==> src/design/csvp_pkg.sv <==
// Package with the types, codes and constants of the CSV field parser.
package csvp_pkg;

  localparam int unsigned CfgIdxW = 8;

  localparam logic [CfgIdxW-1:0] CFG_COL_SEP = 8'd0;
  localparam logic [CfgIdxW-1:0] CFG_ROW_SEP = 8'd1;

  localparam logic [7:0] COL_SEP_RST = 8'd44;
  localparam logic [7:0] ROW_SEP_RST = 8'd10;

  localparam logic [7:0] QUOTE_BYTE = 8'h22;
  localparam logic [7:0] CR_BYTE    = 8'h0D;
  localparam logic [8:0] NONE_MARK  = 9'h100;

  localparam logic [1:0] TERM_COL     = 2'd0;
  localparam logic [1:0] TERM_ROW     = 2'd1;
  localparam logic [1:0] TERM_END     = 2'd2;
  localparam logic [1:0] TERM_NOFIELD = 2'd3;

  localparam logic [1:0] WARN_NONE    = 2'd0;
  localparam logic [1:0] WARN_UNESC   = 2'd1;
  localparam logic [1:0] WARN_UNTERM  = 2'd2;

  localparam logic KIND_BYTE = 1'b0;
  localparam logic KIND_END  = 1'b1;

  localparam logic [31:0] LINE_RST = 32'd1;
  localparam logic [31:0] LINE_MAX = 32'hFFFF_FFFF;

  localparam int unsigned MaxRes = 3;

  typedef enum logic [1:0] {
    PH_START    = 2'd0,
    PH_UNQUOTED = 2'd1,
    PH_QUOTED   = 2'd2
  } phase_e;

  typedef struct packed {
    logic [7:0] in_byte;
    logic       end_of_input;
  } csvp_in_t;

  typedef struct packed {
    logic [7:0]  out_byte;
    logic        kind;
    logic [1:0]  terminator;
    logic [1:0]  warning;
    logic [31:0] line_number;
    logic        last;
  } csvp_out_t;

  typedef struct packed {
    phase_e      phase;
    logic [8:0]  prev;
    logic [8:0]  prev2;
    logic [1:0]  held;
    logic [31:0] line;
  } csvp_state_t;

  typedef struct packed {
    logic [7:0] data;
    logic       kind;
    logic [1:0] term;
  } csvp_ent_t;

  typedef struct packed {
    logic [1:0]               cnt;
    csvp_ent_t [MaxRes-1:0]   ent;
    logic [1:0]               warning;
    logic [31:0]              line;
  } csvp_bundle_t;

endpackage

==> src/design/csvp_step.sv <==
// Next-state and result logic for one registered input item.
module csvp_step (
  input  csvp_pkg::csvp_state_t  st_i,
  input  csvp_pkg::csvp_in_t     item_i,
  input  logic [7:0]             col_sep_i,
  input  logic [7:0]             row_sep_i,
  output csvp_pkg::csvp_state_t  st_o,
  output csvp_pkg::csvp_bundle_t bnd_o
);

  logic [7:0]  c;
  logic        eof;
  logic        is_col;
  logic        is_row;
  logic        is_quote;
  logic        is_cr;
  logic        pq;
  logic        ends;
  logic [8:0]  eff_prev;
  logic [8:0]  eff_prev2;
  logic [1:0]  eff_held;
  logic        unq_go;
  logic        do_rel;
  logic        tail_en;
  logic        tail_end;
  logic [1:0]  tail_term;
  logic        bump;
  logic [1:0]  warn;
  logic [1:0]  rel_cnt;
  csvp_pkg::csvp_ent_t   tail;
  csvp_pkg::csvp_state_t nxt;

  assign c        = item_i.in_byte;
  assign eof      = item_i.end_of_input;
  assign is_col   = (c == col_sep_i);
  assign is_row   = (c == row_sep_i);
  assign is_quote = (c == csvp_pkg::QUOTE_BYTE);
  assign is_cr    = (c == csvp_pkg::CR_BYTE);
  assign pq       = (st_i.prev == {1'b0, csvp_pkg::QUOTE_BYTE});
  assign ends     = (!eof && is_col && pq) || (!eof && is_row && pq)
                 || (!eof && is_row && st_i.prev == {1'b0, csvp_pkg::CR_BYTE}
                     && st_i.prev2 == {1'b0, csvp_pkg::QUOTE_BYTE})
                 || (eof && pq);

  always_comb begin
    eff_prev  = st_i.prev;
    eff_prev2 = st_i.prev2;
    eff_held  = st_i.held;
    if (st_i.phase != csvp_pkg::PH_QUOTED && st_i.phase != csvp_pkg::PH_UNQUOTED) begin
      eff_prev  = csvp_pkg::NONE_MARK;
      eff_prev2 = csvp_pkg::NONE_MARK;
      eff_held  = 2'd0;
    end
    nxt       = st_i;
    nxt.prev  = eff_prev;
    nxt.prev2 = eff_prev2;
    nxt.held  = eff_held;
    unq_go    = 1'b0;
    do_rel    = 1'b0;
    tail_en   = 1'b0;
    tail_end  = 1'b0;
    tail_term = csvp_pkg::TERM_COL;
    bump      = 1'b0;
    warn      = csvp_pkg::WARN_NONE;

    if (st_i.phase == csvp_pkg::PH_QUOTED) begin
      if (!eof && is_row) begin
        bump = 1'b1;
      end
      if (!eof && is_quote && pq) begin
        do_rel   = 1'b1;
        nxt.prev = csvp_pkg::NONE_MARK;
        nxt.held = 2'd0;
      end else if (ends) begin
        tail_en   = 1'b1;
        tail_end  = 1'b1;
        tail_term = eof ? csvp_pkg::TERM_END :
                    (is_col ? csvp_pkg::TERM_COL : csvp_pkg::TERM_ROW);
        nxt.phase = csvp_pkg::PH_START;
        nxt.prev  = csvp_pkg::NONE_MARK;
        nxt.prev2 = csvp_pkg::NONE_MARK;
        nxt.held  = 2'd0;
      end else if (eof) begin
        do_rel    = 1'b1;
        warn      = csvp_pkg::WARN_UNTERM;
        tail_en   = 1'b1;
        tail_end  = 1'b1;
        tail_term = csvp_pkg::TERM_END;
        nxt.phase = csvp_pkg::PH_START;
        nxt.prev  = csvp_pkg::NONE_MARK;
        nxt.prev2 = csvp_pkg::NONE_MARK;
        nxt.held  = 2'd0;
      end else begin
        if (pq && !is_cr) begin
          warn = csvp_pkg::WARN_UNESC;
        end
        nxt.prev2 = st_i.prev;
        nxt.prev  = {1'b0, c};
        if (pq && is_cr) begin
          nxt.held = 2'd2;
        end else begin
          do_rel = 1'b1;
          if (is_quote) begin
            nxt.held = 2'd1;
          end else begin
            tail_en  = 1'b1;
            nxt.held = 2'd0;
          end
        end
      end
    end else if (st_i.phase == csvp_pkg::PH_UNQUOTED) begin
      unq_go = 1'b1;
    end else begin
      if (eof) begin
        tail_en   = 1'b1;
        tail_end  = 1'b1;
        tail_term = csvp_pkg::TERM_NOFIELD;
        nxt.phase = csvp_pkg::PH_START;
      end else if (is_quote) begin
        nxt.phase = csvp_pkg::PH_QUOTED;
      end else begin
        nxt.phase = csvp_pkg::PH_UNQUOTED;
        unq_go    = 1'b1;
      end
    end

    if (unq_go) begin
      if (eof || is_col || is_row) begin
        if (!eof && is_row) begin
          bump = 1'b1;
        end else begin
          do_rel = 1'b1;
        end
        tail_en   = 1'b1;
        tail_end  = 1'b1;
        tail_term = eof ? csvp_pkg::TERM_END :
                    (is_col ? csvp_pkg::TERM_COL : csvp_pkg::TERM_ROW);
        nxt.phase = csvp_pkg::PH_START;
        nxt.prev  = csvp_pkg::NONE_MARK;
        nxt.prev2 = csvp_pkg::NONE_MARK;
        nxt.held  = 2'd0;
      end else begin
        do_rel    = 1'b1;
        nxt.prev2 = eff_prev;
        nxt.prev  = {1'b0, c};
        if (is_cr) begin
          nxt.held = 2'd1;
        end else begin
          tail_en  = 1'b1;
          nxt.held = 2'd0;
        end
      end
    end

    if (bump && st_i.line != csvp_pkg::LINE_MAX) begin
      nxt.line = st_i.line + 32'd1;
    end
  end

  assign rel_cnt = do_rel ? eff_held : 2'd0;

  assign tail.data = tail_end ? 8'd0 : c;
  assign tail.kind = tail_end ? csvp_pkg::KIND_END : csvp_pkg::KIND_BYTE;
  assign tail.term = tail_end ? tail_term : csvp_pkg::TERM_COL;

  always_comb begin
    bnd_o.cnt     = rel_cnt + {1'b0, tail_en};
    bnd_o.warning = warn;
    bnd_o.line    = nxt.line;
    bnd_o.ent[2]  = tail;
    case (rel_cnt)
      2'd2: begin
        bnd_o.ent[0] = '{data: eff_prev2[7:0], kind: csvp_pkg::KIND_BYTE,
                         term: csvp_pkg::TERM_COL};
        bnd_o.ent[1] = '{data: eff_prev[7:0], kind: csvp_pkg::KIND_BYTE,
                         term: csvp_pkg::TERM_COL};
      end
      2'd1: begin
        bnd_o.ent[0] = '{data: eff_prev[7:0], kind: csvp_pkg::KIND_BYTE,
                         term: csvp_pkg::TERM_COL};
        bnd_o.ent[1] = tail;
      end
      default: begin
        bnd_o.ent[0] = tail;
        bnd_o.ent[1] = tail;
      end
    endcase
  end

  assign st_o = nxt;

endmodule

==> src/design/csvp_emit.sv <==
// Result register that holds the results of one item and hands them out one by one.
module csvp_emit (
  input  logic                   clk_i,
  input  logic                   rst_ni,
  input  logic                   load_i,
  input  csvp_pkg::csvp_bundle_t bnd_i,
  output logic                   free_o,
  output logic                   out_valid_o,
  input  logic                   out_ready_i,
  output csvp_pkg::csvp_out_t    out_data_o
);

  logic                   vld_q;
  logic [1:0]             idx_q;
  csvp_pkg::csvp_bundle_t bnd_q;
  csvp_pkg::csvp_ent_t    cur;
  logic                   is_last;

  always_comb begin
    case (idx_q)
      2'd0:    cur = bnd_q.ent[0];
      2'd1:    cur = bnd_q.ent[1];
      default: cur = bnd_q.ent[2];
    endcase
  end

  assign is_last = (idx_q == bnd_q.cnt - 2'd1);
  assign free_o  = !vld_q || (out_ready_i && is_last);

  assign out_valid_o             = vld_q;
  assign out_data_o.out_byte     = cur.data;
  assign out_data_o.kind         = cur.kind;
  assign out_data_o.terminator   = cur.term;
  assign out_data_o.warning      = bnd_q.warning;
  assign out_data_o.line_number  = bnd_q.line;
  assign out_data_o.last         = is_last;

  always_ff @(posedge clk_i or negedge rst_ni) begin
    if (!rst_ni) begin
      vld_q <= 1'b0;
      idx_q <= 2'd0;
    end else if (load_i) begin
      vld_q <= 1'b1;
      idx_q <= 2'd0;
    end else if (vld_q && out_ready_i) begin
      if (is_last) begin
        vld_q <= 1'b0;
      end else begin
        idx_q <= idx_q + 2'd1;
      end
    end
  end

  always_ff @(posedge clk_i) begin
    if (load_i) begin
      bnd_q <= bnd_i;
    end
  end

endmodule

==> src/design/csv_field_parser.sv <==
// Top level of the CSV field parser: input register, parser state and configuration.
//
//   channel | direction | handshake                  | payload
//   in      | input     | in_valid_i / in_ready_o    | in_data_i (csvp_in_t)
//   out     | output    | out_valid_o / out_ready_i  | out_data_o (csvp_out_t)
//   cfg     | input     | cfg_valid_i / cfg_ready_o  | cfg_index_i, cfg_data_i
//
// An item waits in the input register, where the parser state and its results are worked
// out combinationally, until the item can go on (at once if it has no results, else once
// the result register is free); its results then leave the result register at one per cycle
// while out_ready_i is high, so the rate is one item per cycle for items with at most one result.
// Reset clears the parser state, the line count and the separators to their defaults.
// A stalled output fills the result register and then the input register, then in_ready_o drops.
module csv_field_parser (
  input  logic                                  clk_i,
  input  logic                                  rst_ni,
  input  logic                                  in_valid_i,
  output logic                                  in_ready_o,
  input  csvp_pkg::csvp_in_t                    in_data_i,
  output logic                                  out_valid_o,
  input  logic                                  out_ready_i,
  output csvp_pkg::csvp_out_t                   out_data_o,
  input  logic                                  cfg_valid_i,
  output logic                                  cfg_ready_o,
  input  logic [csvp_pkg::CfgIdxW-1:0]          cfg_index_i,
  input  logic [7:0]                            cfg_data_i
);

  logic                   in_vld_q;
  csvp_pkg::csvp_in_t     in_q;
  csvp_pkg::csvp_state_t  st_q;
  csvp_pkg::csvp_state_t  st_d;
  csvp_pkg::csvp_bundle_t bnd;
  logic [7:0]             col_sep_q;
  logic [7:0]             row_sep_q;
  logic                   emit_free;
  logic                   fire;
  logic                   load;

  assign fire        = in_vld_q && (bnd.cnt == 2'd0 || emit_free);
  assign load        = fire && (bnd.cnt != 2'd0);
  assign in_ready_o  = !in_vld_q || fire;
  assign cfg_ready_o = 1'b1;

  csvp_step u_step (
    .st_i      (st_q),
    .item_i    (in_q),
    .col_sep_i (col_sep_q),
    .row_sep_i (row_sep_q),
    .st_o      (st_d),
    .bnd_o     (bnd)
  );

  csvp_emit u_emit (
    .clk_i       (clk_i),
    .rst_ni      (rst_ni),
    .load_i      (load),
    .bnd_i       (bnd),
    .free_o      (emit_free),
    .out_valid_o (out_valid_o),
    .out_ready_i (out_ready_i),
    .out_data_o  (out_data_o)
  );

  always_ff @(posedge clk_i or negedge rst_ni) begin
    if (!rst_ni) begin
      in_vld_q <= 1'b0;
      st_q     <= '{phase: csvp_pkg::PH_START, prev: csvp_pkg::NONE_MARK,
                    prev2: csvp_pkg::NONE_MARK, held: 2'd0, line: csvp_pkg::LINE_RST};
    end else begin
      if (in_ready_o) begin
        in_vld_q <= in_valid_i;
      end
      if (fire) begin
        st_q <= st_d;
      end
    end
  end

  always_ff @(posedge clk_i) begin
    if (in_valid_i && in_ready_o) begin
      in_q <= in_data_i;
    end
  end

  always_ff @(posedge clk_i or negedge rst_ni) begin
    if (!rst_ni) begin
      col_sep_q <= csvp_pkg::COL_SEP_RST;
      row_sep_q <= csvp_pkg::ROW_SEP_RST;
    end else if (cfg_valid_i && cfg_ready_o) begin
      if (cfg_index_i == csvp_pkg::CFG_COL_SEP) begin
        col_sep_q <= cfg_data_i;
      end else if (cfg_index_i == csvp_pkg::CFG_ROW_SEP) begin
        row_sep_q <= cfg_data_i;
      end
    end
  end

endmodule

==> config.mk <==
export PLATFORM = sky130hd
export DESIGN_NAME = csv_field_parser
export DESIGN_NICKNAME = d
export VERILOG_FILES = /design/src/design/csvp_pkg.sv /design/src/design/csvp_step.sv /design/src/design/csvp_emit.sv /design/src/design/csv_field_parser.sv
export SDC_FILE = /design/constraint.sdc
export NUM_CORES = 1
export LEC_CHECK = 0
export BUFFER_PORTS_ARGS = -buffer_cell sky130_fd_sc_hd__buf_2
export CORE_ASPECT_RATIO = 0.8
export CORE_MARGIN = 2
export CORE_UTILIZATION = 40
export CTS_CLUSTER_DIAMETER = 80
export CTS_CLUSTER_SIZE = 24
export DETAILED_ROUTE_END_ITERATION = 10
export GPL_TIMING_DRIVEN = 0
export RECOVER_POWER = 50
export SKIP_LAST_GASP = 1
export SLEW_MARGIN = 25
export SYNTH_ARGS = -nofsm -noshare
export SYNTH_HDL_FRONTEND = slang
export SYNTH_SLANG_ARGS = --single-unit
export TNS_END_PERCENT = 5
==> constraint.sdc <==
create_clock -name clk_i -period 10.5 [get_ports clk_i]
set_input_delay 0 -clock clk_i [delete_from_list [all_inputs] [get_ports clk_i]]
set_output_delay 0 -clock clk_i [all_outputs]
set_load 0.01 [all_outputs]
## After elaboration in Yosys (flattened, before gate mapping)

Index checks and enable logic that the tools add are counted.

- $add $sub $neg: 4
- Equal/unequal tests: 18
- Muxes and demuxes: 78
- Bitwise operators: 2
- Reduce and logical (&&, ||, !) cells: 42

Operators with widths:

| cell | number |
|---|---|
| 20-bit two-way mux | 3 |
| 2-bit two-way mux | 25 |
| 22-bit two-way mux | 2 |
| 22-bit one-hot mux with 2 select lines | 1 |
| 1-bit two-way mux | 40 |
| 9-bit two-way mux | 4 |
| 32-bit by 1-bit adder with 32-bit output (second input constant) | 1 |
| 32-bit two-way mux | 1 |
| 32-bit inequality test (second input constant) | 1 |
| 11-bit one-hot mux with 2 select lines | 1 |
| 9-bit by 6-bit equality test with 1-bit output (second input constant) | 2 |
| 1-bit logical AND | 18 |
| 8-bit equality test | 2 |
| 9-bit by 4-bit equality test with 1-bit output (second input constant) | 1 |
| 8-bit by 1-bit equality test with 1-bit output (second input constant) | 1 |
| 8-bit by 4-bit equality test with 1-bit output (second input constant) | 1 |
| 8-bit by 6-bit equality test with 1-bit output (second input constant) | 1 |
| 8-bit logical NOT | 1 |
| 1-bit logical OR | 8 |
| 8-bit two-way mux | 1 |
| 2-bit by 1-bit equality test with 1-bit output (second input constant) | 3 |
| 2-bit AND reduction | 3 |
| 2-bit nonzero test | 3 |
| 2-bit equality test (second input constant) | 2 |
| other kinds (12) | 18 |

- Flip-flop bits (word level): 152
- Output and inout port bits: 49
- Word-level logic and storage cells: 169

## Depth between registers and ports, before layout

- Word-level depth: 20
- Mapped depth: 17
- Mapped depth without buffers: 14

## Modules after synthesis

A second synthesis with hierarchy kept.

- Cells, all modules: 678
- Area, all modules: 8179.1 um2

By module, submodules not included:

| module | times used | cells each | area each (um2) |
|---|---|---|---|
| csv_field_parser | 1 | 169 | 2994.1 |
| csvp_emit | 1 | 163 | 2730.1 |
| csvp_step | 1 | 346 | 2454.9 |

## Least setup slack after synthesis

Ideal clock, no wire load.

- Kind: register to register
- From: register in_q[4] (netlist bit)
- To: register u_emit.bnd_q[34] (netlist bit), enable pin
- Library setup time: 0.434 ns
- Arrival: 5.537 ns
- Data required time: 10.066 ns
- Setup slack: 4.529 ns
- Stages on the path, launching flop included: 16
- Cells stage by stage: edfxtp_1 > buf_2 > or4_1 > or3_1 > clkbuf_1 > and4_1 > nor4_2 > nor2_1 > or2_2 > inv_1 > ha_1 > nand3b_1 > o311ai_0 > o31a_1 > buf_4 > o21a_1

RTL lines:

| element | line | source |
|---|---|---|
| start: declaration | csv_field_parser.sv:30 | `csvp_pkg::csvp_in_t in_q;` |
| start signal: assignment | csv_field_parser.sv:82 | `in_q <= in_data_i;` |
| end signal: assignment | csvp_emit.sv:56 | `bnd_q <= bnd_i;` |
| end: declaration | csvp_emit.sv:15 | `csvp_pkg::csvp_bundle_t bnd_q;` |

==> run_results.csv <==
group,metric,value,unit
placement,dp_worst_setup_slack,4.93,ns
timing,fin_tns_setup,0,ns
global_route,remaining_global_route_overflow,0,
synthesis,synth_top_area_share,30.7,%
placement,io_port_bufs,77,
clock_network,cts_tree,"yes",
pwr,p_leak,0.00371,uW
layout,layout-drive-gt1-share,18.1,%
synthesis,yosys_warnings,0,
layout,layout-area-overhead-vs-synth,19.3,%
worst_setup_path,regToRegEndpoint,"u_emit.out_data_o[28]",
worst_hold_path,hp-class,"input pin to register",
layout,multi_input_area,0.00298,mm2
timing,layout_setup_ws,4.85,ns
worst_setup_path,critical_path.reg2reg.startpoint,"in_q[4]",
worst_setup_path,required,10.61,ns
synthesis,synth.area.mux_share,2.64,%
pwr,worst_ir_drop_vdd,0.157,mV
drt,detailroute.via_count,5460,
drt,drt-vias-per-instance,5.20,
clock_network,cts_htree_levels,4,
drt,detail_route.wirelength,17.4,mm
timing,fmax,177,MHz
global_route,first_global_vias,5489,
layout,area_taken_by_flip_flops_and_latches,0.00420,mm2
synthesis,ys_types,63,
worst_setup_path,critical_path_arrival,5.76,ns
placement,detailed_place_hpwl,12.4,mm
timing,hold_viol_final,0,
timing,report.final.slew_viol_count,77,
worst_setup_path,startpoint_type,"register",
synthesis,post_synth_inst_count,660,
status,status,"finished with violations",
floorplanning,core,0.0189,mm2
floorplanning,starting_utilization_of_the_core_area,40.4,%
pwr,cellPowerDensity,271,mW/mm2
synthesis,ys_flop_type,"sky130_fd_sc_hd__edfxtp_1",
layout,fill_cells,1721,
worst_setup_path,crit_path_max_fanout,40,
clock_network,cts-root-buf,"sky130_fd_sc_hd__clkbuf_16",
synthesis,synth_edf_count,78,
synthesis,synth_adder_area_share,1.31,%
synthesis,yosysTopAreaCell,"sky130_fd_sc_hd__edfxtp_1",
drt,routed_wire_length_per_instance,16.5,um
floorplanning,dieArea,0.0202,mm2
drt,drtIter0Drc,333,
clock_network,clock_sink_count,152,
synthesis,synth_sequential_area_ratio,55.1,%
synthesis,synthXorXnorAreaFrac,9.30,%
timing,rsz_0062_raised_after_global_routing,"no",
synthesis,synthSimpleGateAreaFrac,15.3,%
drt,drt.antenna.violating_nets,0,
synthesis,synth_compound_area_share,10.3,%
timing,timing_worst_slew_pin_value,2.40,ns
floorplanning,number_of_top_level_design_ports,79,
synthesis,synth.ff_latch_count,152,
synthesis,synth.area.top_cells,"sky130_fd_sc_hd__edfxtp_1, sky130_fd_sc_hd__dfrtp_1, sky130_fd_sc_hd__xnor2_1",
synthesis,post-synth-top-count-cell,"sky130_fd_sc_hd__edfxtp_1",
placement,finalWeightedCongestion,0.880,
floorplanning,die_h,128,um
drt,drtPass1Iterations,5,
clock_network,path_clk_slew,0.06,ns
global_route,grt.total_usage,18.0,%
clock_network,clk_latency,0.43,ns
synthesis,combinational_family_with_the_most_area_after_synthesis,"simple AND/OR/NAND/NOR gates",
timing,skew,0.0109,ns
synthesis,synth.top_cells.by_count,"sky130_fd_sc_hd__edfxtp_1, sky130_fd_sc_hd__dfrtp_1, sky130_fd_sc_hd__nand2_1",
clock_network,clock_tree.buffer_depth,2,
worst_setup_path,timing.reg2reg.worst_path_depth,16,
clock_network,total_cts_buffers,17,
run,maxCapViolCount,2,
layout,antennaDiodeCount,0,
global_route,grt_first_pass_wirelength,28.0,mm
status,failed_checks,"capacitance limit, slew limit",
layout,nets,816,
timing,setup_viol_count_final,0,
worst_setup_path,critical_path_class,"register to register",
synthesis,avgSynthCellArea,11.6,um2
synthesis,syn_area,0.00763,mm2
synthesis,asyncSetResetFlopFracSynth,48.7,%
timing,timing.final.crit_period,5.65,ns
floorplanning,chipWidth,158,um
worst_setup_path,timing.critical_path.to_type,"register",
global_route,grt_antenna_before_repair,0,
timing,finalCritPeriodShare,53.8,%
worst_hold_path,min_delay_path_depth,3,
floorplanning,placementRows,45,
timing,timing.slew.headroom,-60.3,%
worst_setup_path,reg2reg_slack,4.85,ns
global_route,grt_start_max_net_pins,42,
synthesis,syn_nets,698,
worst_hold_path,min_from,"cfg_index_i[0]",
worst_hold_path,min_delay_worst_endpoint,"col_sep_q[7]",
drt,route.detailed.drc,0,
## flip-flops by register name, summed over array words and instances (netlist names)
register,count
st_q,54
u_emit.out_data_o,34
in_q,9
row_sep_q,8
u_emit.idx_q,2
in_vld_q,1
u_emit.bnd_q,35
col_sep_q,8
u_emit.out_valid_o,1
## cells by family after synthesis
| family | after synthesis |
|---|---|
| other | 1 |
| DFF | 152 |
| and+or+nand+nor | 223 |
| adders and majority gates | 8 |
| muxes | 18 |
| xor gates and xnor gates | 81 |
| buffers and inverters | 81 |
| AOI/OAI and AO/OA | 96 |
## where the power goes
group	switching [uW]	leakage [uW]	internal [uW]
Clock	246	0.000278	373
Combinational	524	0.00170	331
Sequential	96.2	0.00173	893
Total	867	0.00371	1600
## layer usage
metal,vias up,part of all wire (%),GRT usage (%)
met2,178,48,29.9
met1,2660,45,23.5
li1,2594,-,-
met4,0,1.7,5.56
met3,28,5.3,4.24
met5,-,0,0
## stage by stage
stage	util, %	cell area [um2]	std cells	power (uW)	hold slack, ns
6_report	48.3	9100	1049	2460	0.116
5_1_grt	48.3	9100	1049	2610	0.144
4_1_cts	48.7	9190	1049	2510	0.0633
3_5_place_dp	44.6	8400	997	1890	-0.0159
3_3_place_gp	44.2	8340	995	1860	0.177
2_1_floorplan	-	7630	660	1560	-0.296
## repair_timing
action | in CTS | in global routing
hold endpoints to repair | 98 | 0
gates resized for setup | 0 | 0
hold buffers | 20 | 0
setup endpoints to repair | 0 | 0
setup buffers | 0 | 0
## cell type report
type | count | share of cell area [%]
Clock inverter | 12 | 1.64
Buffer | 64 | 4.36
Sequential cell | 152 | 46.2
Timing Repair Buffer | 99 | 6.07
Inverter | 17 | 0.701
Multi-Input combinational cell | 427 | 32.7
Clock buffer | 20 | 4.80
Tap cell | 258 | 3.55
## how the worst max path moves through the flow
stage / start / to / slack (ns) / depth (start not counted)
6_report: in_q[4] / u_emit.out_data_o[28] / 4.85 / 16
5_1_grt: in_q[4] / u_emit.out_data_o[28] / 4.50 / 16
4_1_cts: in_q[4] / u_emit.out_data_o[28] / 4.92 / 16
3_5_place_dp: in_q[4] / u_emit.bnd_q[62] / 4.93 / 16
3_3_place_gp: in_q[4] / u_emit.bnd_q[63] / 3.35 / 15
2_1_floorplan: in_q[4] / u_emit.bnd_q[34] / 4.53 / 15
## worst max-delay path, cell delays in order, from the launching register on
cell                       delay (ns)
sky130_fd_sc_hd__edfxtp_1        0.35
sky130_fd_sc_hd__clkbuf_1        0.24
sky130_fd_sc_hd__or4_1           0.59
sky130_fd_sc_hd__or3_1           0.32
sky130_fd_sc_hd__clkbuf_1        0.21
sky130_fd_sc_hd__and4_1          0.27
sky130_fd_sc_hd__nor4_2          0.48
sky130_fd_sc_hd__nor2_1          0.09
sky130_fd_sc_hd__or2_2           0.34
sky130_fd_sc_hd__inv_1           0.11
sky130_fd_sc_hd__ha_1            0.31
sky130_fd_sc_hd__nand3b_1        0.21
sky130_fd_sc_hd__o311ai_0        0.61
sky130_fd_sc_hd__o31a_1          0.23
sky130_fd_sc_hd__buf_4           0.18
sky130_fd_sc_hd__o21a_4          0.44
sky130_fd_sc_hd__buf_12          0.30
## cells in the final DEF, fill, tap and decap left out, types with 18 or more instances in the layout
master	count
sky130_fd_sc_hd__edfxtp_1	78
sky130_fd_sc_hd__clkbuf_1	69
sky130_fd_sc_hd__dfrtp_1	66
sky130_fd_sc_hd__nand2_1	64
sky130_fd_sc_hd__nor2_1	42
sky130_fd_sc_hd__xnor2_1	42
sky130_fd_sc_hd__xor2_1	39
sky130_fd_sc_hd__buf_4	36
sky130_fd_sc_hd__buf_2	34
sky130_fd_sc_hd__a22o_1	22
sky130_fd_sc_hd__dlygate4sd3_1	20
sky130_fd_sc_hd__a32o_1	18
(Power assumes the default switching activity.)
